**src/design/sorted_ring_priority_queue_top_macros.svh**
```systemverilog
// assertion macros for the sorted ring priority queue
`ifndef SORTED_RING_PRIORITY_QUEUE_TOP_MACROS_SVH
`define SORTED_RING_PRIORITY_QUEUE_TOP_MACROS_SVH

// same-cycle implication, off during reset
`define SRPQ_ASSERT_SAME(label, ante, cons, msg) \
	label: assert property (@(posedge clk) disable iff (!arst_n) (ante) |-> (cons)) \
		else $error(msg);

// next-cycle implication, off during reset
`define SRPQ_ASSERT_NEXT(label, ante, cons, msg) \
	label: assert property (@(posedge clk) disable iff (!arst_n) (ante) |=> (cons)) \
		else $error(msg);

`endif

```
**src/design/srpq_pkg.sv**
```systemverilog
// types and constants shared by the sorted ring priority queue
package srpq_pkg;

	localparam int PRIO_W = 8;
	localparam int TAG_W  = 32;
	localparam int CAP_W  = 5;

	localparam logic [CAP_W-1:0] CAP_RESET = 5'd16;

	localparam logic KIND_INSERT = 1'b0;
	localparam logic KIND_POP    = 1'b1;

	typedef enum logic [1:0] {
		ST_INSERTED = 2'd0,
		ST_FULL     = 2'd1,
		ST_POPPED   = 2'd2,
		ST_EMPTY    = 2'd3
	} status_t;

	typedef enum logic [1:0] {
		S_IDLE,
		S_CMP,
		S_PATH,
		S_APPLY
	} state_t;

	typedef struct packed {
		logic              kind;
		logic [PRIO_W-1:0] priority_req;
		logic [TAG_W-1:0]  tag;
	} req_t;

	typedef struct packed {
		status_t           status;
		logic [PRIO_W-1:0] out_priority;
		logic [TAG_W-1:0]  out_tag;
	} rsp_t;

	typedef struct packed {
		logic [PRIO_W-1:0] prio;
		logic [TAG_W-1:0]  tag;
	} entry_t;

	typedef struct packed {
		logic flag_en;
		logic path_en;
		logic apply;
	} fsm_ctrl_t;

	typedef struct packed {
		logic flag_en;
		logic ins_en;
		logic pop_en;
		logic path_tail;
	} cell_ctrl_t;

endpackage

```
**src/design/srpq_cell.sv**
```systemverilog
// one slot of the sorted chain: holds an entry and its compare flags
module srpq_cell
	import srpq_pkg::*;
(
	input  logic       clk,
	input  cell_ctrl_t ctrl,
	input  logic       valid,
	input  entry_t     new_entry,
	input  entry_t     left_entry,
	input  entry_t     right_entry,
	input  logic       left_before,
	output entry_t     entry,
	output logic       ahead,
	output logic       le
);

	entry_t entry_q;
	logic   lt_q;
	logic   le_q;

	// new entry goes ahead of this slot
	assign ahead = !valid || (ctrl.path_tail ? lt_q : le_q);
	assign entry = entry_q;
	assign le    = le_q;

	always_ff @(posedge clk) begin
		if (ctrl.flag_en) begin
			lt_q <= entry_q.prio <  new_entry.prio;
			le_q <= entry_q.prio <= new_entry.prio;
		end
	end

	always_ff @(posedge clk) begin
		if (ctrl.pop_en) begin
			entry_q <= right_entry;
		end else if (ctrl.ins_en) begin
			if (left_before) begin
				entry_q <= left_entry;
			end else if (ahead) begin
				entry_q <= new_entry;
			end
		end
	end

endmodule

```
**src/design/srpq_ctrl.sv**
```systemverilog
// sequencer for one request: compare, pick path, apply
module srpq_ctrl
	import srpq_pkg::*;
(
	input  logic      clk,
	input  logic      arst_n,
	input  logic      req_valid,
	input  logic      out_free,
	output logic      req_stall,
	output fsm_ctrl_t ctrl
);

	state_t state_q;
	state_t state_d;

	always_ff @(posedge clk or negedge arst_n) begin
		if (!arst_n) begin
			state_q <= S_IDLE;
		end else begin
			state_q <= state_d;
		end
	end

	always_comb begin
		state_d = state_q;
		case (state_q)
			S_IDLE: begin
				if (req_valid) state_d = S_CMP;
			end
			S_CMP:   state_d = S_PATH;
			S_PATH:  state_d = S_APPLY;
			S_APPLY: begin
				if (out_free) state_d = S_IDLE;
			end
			default: state_d = S_IDLE;
		endcase
	end

	always_comb begin
		req_stall    = 1'b1;
		ctrl.flag_en = 1'b0;
		ctrl.path_en = 1'b0;
		ctrl.apply   = 1'b0;
		case (state_q)
			S_IDLE:  req_stall    = 1'b0;
			S_CMP:   ctrl.flag_en = 1'b1;
			S_PATH:  ctrl.path_en = 1'b1;
			S_APPLY: ctrl.apply   = out_free;
			default: req_stall    = 1'b1;
		endcase
	end

endmodule

```
**src/design/sorted_ring_priority_queue_top.sv**
```systemverilog
// sorted priority queue top level: chain of entry cells, sequencer, result register
//
// usage
//  request channel req_valid/req_stall/req_item: insert (priority, tag) or pop.
//  response channel rsp_valid/rsp_stall/rsp_item: one result per request with
//  status inserted, full, popped or empty; popped priority and tag, else zero.
//  cfg_we/cfg_wdata set the capacity (0 acts as 1, above DEPTH as DEPTH) and
//  empty the queue; write only while the block is idle.
//  entries sit in a row of DEPTH cells sorted highest priority first; an insert
//  shifts the lower part one cell toward the tail, a pop shifts all toward head.
//  timing: a request is taken only when the sequencer is idle; rsp_valid rises
//  after the sequencer's three steps (compare, middle select, apply), and no new
//  request is taken until the last one has been through them.
//  the result register lets the next request in while a result waits; a
//  stalled receiver holds the apply step, and so the request after it.
//  reset: queue empty, capacity 16, no result pending. cell contents are not
//  cleared and are never read before written.
`include "sorted_ring_priority_queue_top_macros.svh"

module sorted_ring_priority_queue_top
	import srpq_pkg::*;
#(
	parameter int DEPTH = 16
) (
	input  logic             clk,
	input  logic             arst_n,
	input  logic             cfg_we,
	input  logic [CAP_W-1:0] cfg_wdata,
	input  logic             req_valid,
	output logic             req_stall,
	input  req_t             req_item,
	output logic             rsp_valid,
	input  logic             rsp_stall,
	output rsp_t             rsp_item
);

	localparam int CW = $clog2(DEPTH + 1);
	localparam int AW = $clog2(DEPTH);
	localparam int XW = (CW > CAP_W) ? CW : CAP_W;

	logic [CAP_W-1:0] cap_q;
	logic [CW-1:0]    count_q;
	logic [XW-1:0]    cap_x;
	logic [XW-1:0]    eff_x;
	logic [CW-1:0]    eff_cap;
	req_t             req_q;
	logic             path_tail_q;
	logic             rsp_valid_q;
	rsp_t             rsp_q;
	rsp_t             rsp_d;
	status_t          status;
	logic             full;
	logic             empty;
	logic             out_free;
	fsm_ctrl_t        fsm;
	cell_ctrl_t       cell_ctrl;
	entry_t           new_e;
	entry_t           entries [DEPTH];
	logic [DEPTH-1:0] le_vec;
	logic [DEPTH-1:0] before_vec;
	logic [AW-1:0]    mid_idx;

	// effective capacity
	assign cap_x   = XW'(cap_q);
	assign eff_x   = (cap_x == '0) ? XW'(1) : ((cap_x > XW'(DEPTH)) ? XW'(DEPTH) : cap_x);
	assign eff_cap = CW'(eff_x);
	assign full    = count_q >= eff_cap;
	assign empty   = count_q == '0;
	assign mid_idx = AW'(count_q >> 1);

	assign out_free = !rsp_valid_q || !rsp_stall;

	srpq_ctrl u_ctrl (
		.clk       (clk),
		.arst_n    (arst_n),
		.req_valid (req_valid),
		.out_free  (out_free),
		.req_stall (req_stall),
		.ctrl      (fsm)
	);

	assign new_e.prio = req_q.priority_req;
	assign new_e.tag  = req_q.tag;

	always_comb begin
		if (req_q.kind == KIND_INSERT) begin
			status = full ? ST_FULL : ST_INSERTED;
		end else begin
			status = empty ? ST_EMPTY : ST_POPPED;
		end
	end

	assign cell_ctrl.flag_en   = fsm.flag_en;
	assign cell_ctrl.ins_en    = fsm.apply && (status == ST_INSERTED);
	assign cell_ctrl.pop_en    = fsm.apply && (status == ST_POPPED);
	assign cell_ctrl.path_tail = path_tail_q;

	for (genvar i = 0; i < DEPTH; i++) begin : g_cell
		entry_t left_e;
		entry_t right_e;
		logic   left_b;

		if (i == 0) begin : g_head
			assign left_e = new_e;
			assign left_b = 1'b0;
		end else begin : g_body
			assign left_e = entries[i-1];
			assign left_b = before_vec[i-1];
		end

		if (i == DEPTH - 1) begin : g_last
			assign right_e = entries[i];
		end else begin : g_inner
			assign right_e = entries[i+1];
		end

		srpq_cell u_cell (
			.clk         (clk),
			.ctrl        (cell_ctrl),
			.valid       (CW'(i) < count_q),
			.new_entry   (new_e),
			.left_entry  (left_e),
			.right_entry (right_e),
			.left_before (left_b),
			.entry       (entries[i]),
			.ahead       (before_vec[i]),
			.le          (le_vec[i])
		);
	end

	// request capture and tail/head path choice
	always_ff @(posedge clk) begin
		if (req_valid && !req_stall) begin
			req_q <= req_item;
		end
		if (fsm.path_en) begin
			path_tail_q <= !le_vec[mid_idx];
		end
	end

	always_ff @(posedge clk or negedge arst_n) begin
		if (!arst_n) begin
			cap_q   <= CAP_RESET;
			count_q <= '0;
		end else if (cfg_we) begin
			cap_q   <= cfg_wdata;
			count_q <= '0;
		end else if (cell_ctrl.ins_en) begin
			count_q <= count_q + CW'(1);
		end else if (cell_ctrl.pop_en) begin
			count_q <= count_q - CW'(1);
		end
	end

	always_comb begin
		rsp_d.status       = status;
		rsp_d.out_priority = (status == ST_POPPED) ? entries[0].prio : '0;
		rsp_d.out_tag      = (status == ST_POPPED) ? entries[0].tag : '0;
	end

	always_ff @(posedge clk or negedge arst_n) begin
		if (!arst_n) begin
			rsp_valid_q <= 1'b0;
		end else if (fsm.apply) begin
			rsp_valid_q <= 1'b1;
		end else if (!rsp_stall) begin
			rsp_valid_q <= 1'b0;
		end
	end

	always_ff @(posedge clk) begin
		if (fsm.apply) begin
			rsp_q <= rsp_d;
		end
	end

	assign rsp_valid = rsp_valid_q;
	assign rsp_item  = rsp_q;

	`SRPQ_ASSERT_SAME(a_count_in_cap, 1'b1, count_q <= eff_cap, "entry count above capacity")
	`SRPQ_ASSERT_NEXT(a_pop_dec, cell_ctrl.pop_en, count_q == $past(count_q) - CW'(1), "pop did not remove an entry")
	`SRPQ_ASSERT_SAME(a_head_sorted, (count_q >= CW'(2)) && !fsm.apply, entries[0].prio >= entries[1].prio, "head entry out of order")

endmodule
```
**config.mk**
```make
export PLATFORM = sky130hd
export DESIGN_NAME = sorted_ring_priority_queue_top
export DESIGN_NICKNAME = d
export VERILOG_FILES = /design/src/design/srpq_pkg.sv /design/src/design/srpq_cell.sv /design/src/design/srpq_ctrl.sv /design/src/design/sorted_ring_priority_queue_top.sv
export VERILOG_INCLUDE_DIRS = /design/src /design/src/design
export SDC_FILE = /design/constraint.sdc
export NUM_CORES = 2
export LEC_CHECK = 0
export ABC_AREA = 1
export BUFFER_PORTS_ARGS = -buffer_cell sky130_fd_sc_hd__buf_2
export CAP_MARGIN = 30
export CORE_MARGIN = 3
export CORE_UTILIZATION = 30
export DETAILED_ROUTE_END_ITERATION = 6
export GPL_ROUTABILITY_DRIVEN = 0
export PLACE_DENSITY = 0.49
export SLEW_MARGIN = 10
export SYNTH_ARGS = -nofsm -noshare
export SYNTH_HDL_FRONTEND = slang
export SYNTH_SLANG_ARGS = --single-unit
```
**constraint.sdc**
```tcl
create_clock -name clk -period 12.9 [get_ports clk]
set_input_delay 1.29 -clock clk [delete_from_list [all_inputs] [get_ports clk]]
set_output_delay 1.29 -clock clk [all_outputs]
set_load 0.03 [all_outputs]
```
# Word level (Yosys, flattened, before mapping)

Cells that the tools add are included.

Div/mod/pow operators: 0
Order comparisons: 51
Shifts and indexed selects: 0
Multiplexer cells: 96
$add $sub $neg: 2
Bitwise gates (word level): 1
Eq/ne operators: 7
Multiply operators: 0
Reduce and logical (&&, ||, !) cells: 78

Operator list:

| cell                | count |
|---|---|
| $mux 40             | 61 |
| $le 8x8->1          | 16 |
| $lt 8x8->1          | 16 |
| $reduce_bool 3->1   | 15 |
| $lt 4x5->1 const A  | 8 |
| $reduce_and 2->1    | 16 |
| $mux 1              | 25 |
| $mux 5              | 5 |
| $lt 3x5->1 const A  | 4 |
| $logic_not 1->1     | 19 |
| $logic_or 1x1->1    | 17 |
| $logic_not 5->1     | 2 |
| $lt 1x5->1 const A  | 2 |
| $lt 2x5->1 const A  | 2 |
| $pmux 2 s4          | 1 |
| $eq 2x2->1 const B  | 3 |
| $mux 2              | 3 |
| $reduce_bool 2->1   | 3 |
| $add 5x1->5 const B | 1 |
| $ge 5x5->1          | 1 |
| $gt 5x5->1 const B  | 1 |
| $lt 4x5->1 const B  | 1 |
| $sub 5x1->5 const B | 1 |
| $bmux 1 s4          | 1 |
| 7 further kinds     | 11 |

Logic and storage cells: 310
Register bits: 769
Latch bits: 0
Memories kept: 0
Memory bits (writable): 0
Bits in read-only memories: 0
Output and inout port bits: 44
Input port bits: 51

# Depth between registers and ports, before layout

Word-level depth: 11
Mapped depth: 13
Depth with buffers taken out: 12

# Hierarchy

A second synthesis with hierarchy kept.

Cell total of the unflattened synthesis: 4504
Area, all modules: 41519.8 sq um

Modules (own cells, without submodules):

| module                         | sequential area each (sq um) | cells each | area each (sq um) | times used |
|---|---|---|---|---|
| srpq_cell                      | 1261.2                       | 258        | 2333.5            | 16 |
| sorted_ring_priority_queue_top | 2798.9                       | 350        | 3990.1            | 1 |
| srpq_ctrl                      | 50.0                         | 26         | 193.9             | 1 |

# Least setup slack after synthesis

No wires, ideal clock.

Path type: input port to flip-flop
Start point: in rsp_stall
End point: reg g_cell[14].u_cell.entry_q, in the netlist g_cell[14].u_cell.entry[0], enable pin
Required time: 12407 ps
Stages: 5
Slack: 6687 ps
Setup time: 493 ps
Arrival: 5721 ps
Path buffers: 0
Cell sequence: nand2_1 > nand2_1 > inv_1 > nand4_1 > o21ai_0

RTL lines:

| item                 | RTL line                             | text |
|---|---|---|
| start, declared      | sorted_ring_priority_queue_top.sv:33 | `input logic rsp_stall,` |
| end signal, assigned | srpq_cell.sv:35                      | `entry_q <= right_entry;` |
| end signal, assigned | srpq_cell.sv:38                      | `entry_q <= left_entry;` |
| end signal, assigned | srpq_cell.sv:40                      | `entry_q <= new_entry;` |
| end, declared        | srpq_cell.sv:17                      | `entry_t entry_q;` |

==> run summary <==
Final hold viol count: 0
Vias: 31,200
RSZ-0062 raised after global routing: false
Type of the tightest min-delay check: register to register
Chip width: 370.9 um
Core area: 131,800 um^2
Top-count cell post-synth: nand2_1
Pwr Total: 11.32 mW
DIE AREA: 137,600 um^2
Slowest cell on crit path: nand2_1
WP data required: 13.20 ns
Sink Count: 769
Max FO, Critical Path: 46
Critical Setup Path Class: input port to register
Mapped cell area: 39,950 um^2
First-pass GRT wire length: 185,400 um
Post-synth ARST share: 0.01691
Tot GR Track Use: 0.1718
Pwr per Cell Area: 253.3 nW/um^2
Setup crit start kind: input port
Crit. End Element: register
Reg2reg start: count_q[0]
Buffers on Ports: 94
Failing checks: design-rule violations
Fin nets: 4,498
Dpl cell area: 42,010 um^2
Fmax achieved: 245.9 MHz
Antenna violations before repair: 0
Fin Hold WS: 0.5049 ns
Primary FF master, synth: edfxtp_1
Slew HR: 0.1902
Fill count: 13,710
Final core occ: 0.3390
Register Area: 23,030 um^2
Chip Height: 370.9 um
Clk Latency, worst-skew pair: 0.68 ns
Worst Tran Pin Value: 1.215 ns
Htree depth: 3
Gr ovfl total: 0
WP data arrival: 4.36 ns
Postcts setup bufs: 0
Detailed Place HPWL: 75,820 um
CP Capture Point: g_cell[10].u_cell.entry[17]
Synth area leader: edfxtp_1
Seq cells post-synth: 769
Fin worst setup slack: 8.833 ns
Pin count of the biggest net entering global routing: 222
Run status: complete, but fails checks
Most instantiated cells after synthesis: 1,267 x nand2_1, 756 x edfxtp_1, 495 x nor2_1, 379 x o21ai_0, 356 x a31oi_1
Bufs on Longest Clock Path: 3
Yosys synthesis warning count: 0
Pleak: 17.18 nW
Cell breakdown of the critical path: buf_2 -> nand2_1 -> nand2_1 -> inv_2 -> buf_4 -> nand4_1 -> nand2_1 -> inv_1 -> a31oi_4 -> buf_4
Via-to-Cell Ratio: 5.096
Placed Instances: 5,971
Share of cells above drive strength 1: 0.07715
Finish-stage setup viols: 0
Final slew viol count: 0
Total I/O pin count: 95
Mapped Cells: 4,348
Synth cell types: 34
Maxcap violations: 0
Setup crit start: rsp_stall
CTS clk-pin slew, worst paths: 0.06 ns
R2r worst-path depth: 9
Final period utilization: 0.3153
Vias in the first global route: 31,480
Root Driver: clkbuf_16
Slowest Stage Delay on Critical Path: 0.61 ns
Critical R2R Capture: g_cell[13].u_cell.entry[5]
# DRC: 1
Pre-CTS setup slack: 8.055 ns
Drt total wl: 120,200 um
Synth top area cells: edfxtp_1 57%, nand2_1 12%, a31oi_1 5.6%
Syn avg cell area: 9.189 um^2
Peak VDD IR: 0.1450 mV
Post-synth EDFFs: 756
Setup TNS: 0 ns
Finished Cell Area: 44,680 um^2
Number of diodes: 0
Synth-to-layout area growth: 11.83%
PostCTS Resize Cnt: 0
Area of the multi-input gates: 14,470 um^2
CTS tree: built
Worst Clk Skew: 0.01902 ns
Syn_nets: 4,540
Most frequent CP cell: nand2_1
Final min period: 4.068 ns
Num CTS Buffers: 83
WL/cell: 19.64 um
Register area share after synthesis: 0.5764
Initial drt markers: 2,713
Finished Layout Cells: 6,123
Reg2reg setup slack: 9.00 ns
Drt first pass iters: 7
Hold_buf cts: 0
Initial core utilization: 0.3031
Row cnt: 133
ANT nets after route: 0
Top-area cell type share of the netlist area: 0.5682
-- cell families after synthesis --
logic type	share of synthesized area
flops	0.5764
buf+inv	0.06414
fa+ha+maj	0.04416
simple gates	0.1762
compound gates	0.1389
xor+xnor	0.0002193
-- final cells by class --
type                    instances  share of cell area
clock buffers                 110             0.04898
clock inverters                37            0.007645
inverters                     297             0.02512
multi-input cells            2976              0.3240
flip-flops and latches        769              0.5154
well taps                    1755             0.04915
repair buffers                179             0.02974
-- sequential cells by signal, summed over array words and instances (netlist names) --
name	count
path_tail_q	1
rsp_item	42
g_cell.u_cell.lt_q	16
cap_q	5
rsp_valid	1
u_ctrl.state_q	2
g_cell.left_e	40
count_q	5
req_q	1
g_cell.u_cell.le	16
g_cell.u_cell.entry	640
-- critical path, delay by kind of cell --
family / cells / cell delay (ns)
AND/OR/NAND/NOR: 4 / 1.35
AO/OA/AOI/OAI: 1 / 0.17
buffers and inverters: 5 / 1.50
-- metal layers --
layer,track usage,part of all wire
met1,0.2248,0.44
met2,0.2972,0.49
met3,0.02274,0.040
met4,0.04773,0.025
met5,0,0
-- where the power goes --
part / switching (mW) / total, mW / leakage, nW / internal, mW
sequential: 0.511 / 4.78 / 7.12 / 4.26
clock: 1.05 / 2.33 / 1.23 / 1.28
combinational: 2.97 / 4.21 / 8.83 / 1.25
total: 4.53 / 11.3 / 17.2 / 6.79
-- layout by cell type, fill, tap and decap left out, drive strengths merged, types with 2 or more instances in the layout --
| master | n |
|---|---|
| a211oi | 16 |
| a21boi | 2 |
| a21oi | 140 |
| a22oi | 5 |
| a31oi | 356 |
| buf | 179 |
| bufinv | 4 |
| clkbuf | 110 |
| clkinv | 30 |
| dfrtp | 12 |
| edfxtp | 756 |
| ha | 141 |
| inv | 300 |
| nand2 | 1271 |
| nand3 | 36 |
| nand4 | 22 |
| nor2 | 499 |
| nor3 | 5 |
| o211ai | 4 |
| o21ai | 474 |
| o31ai | 2 |
-- worst min-delay path by stage --
stage,from,to,cells past startpoint,slack (ns)
after floorplan,cap_q[4],cap_q[4],2,0.48
after global placement,rsp_valid,rsp_valid,2,0.50
after detailed placement,rsp_valid,rsp_valid,2,0.50
after CTS,arst_n,count_q[2],1,0.48
after global routing,arst_n,cap_q[2],1,0.51
final,rsp_valid,rsp_valid,2,0.50
Power figures use the tool's default switching activity.
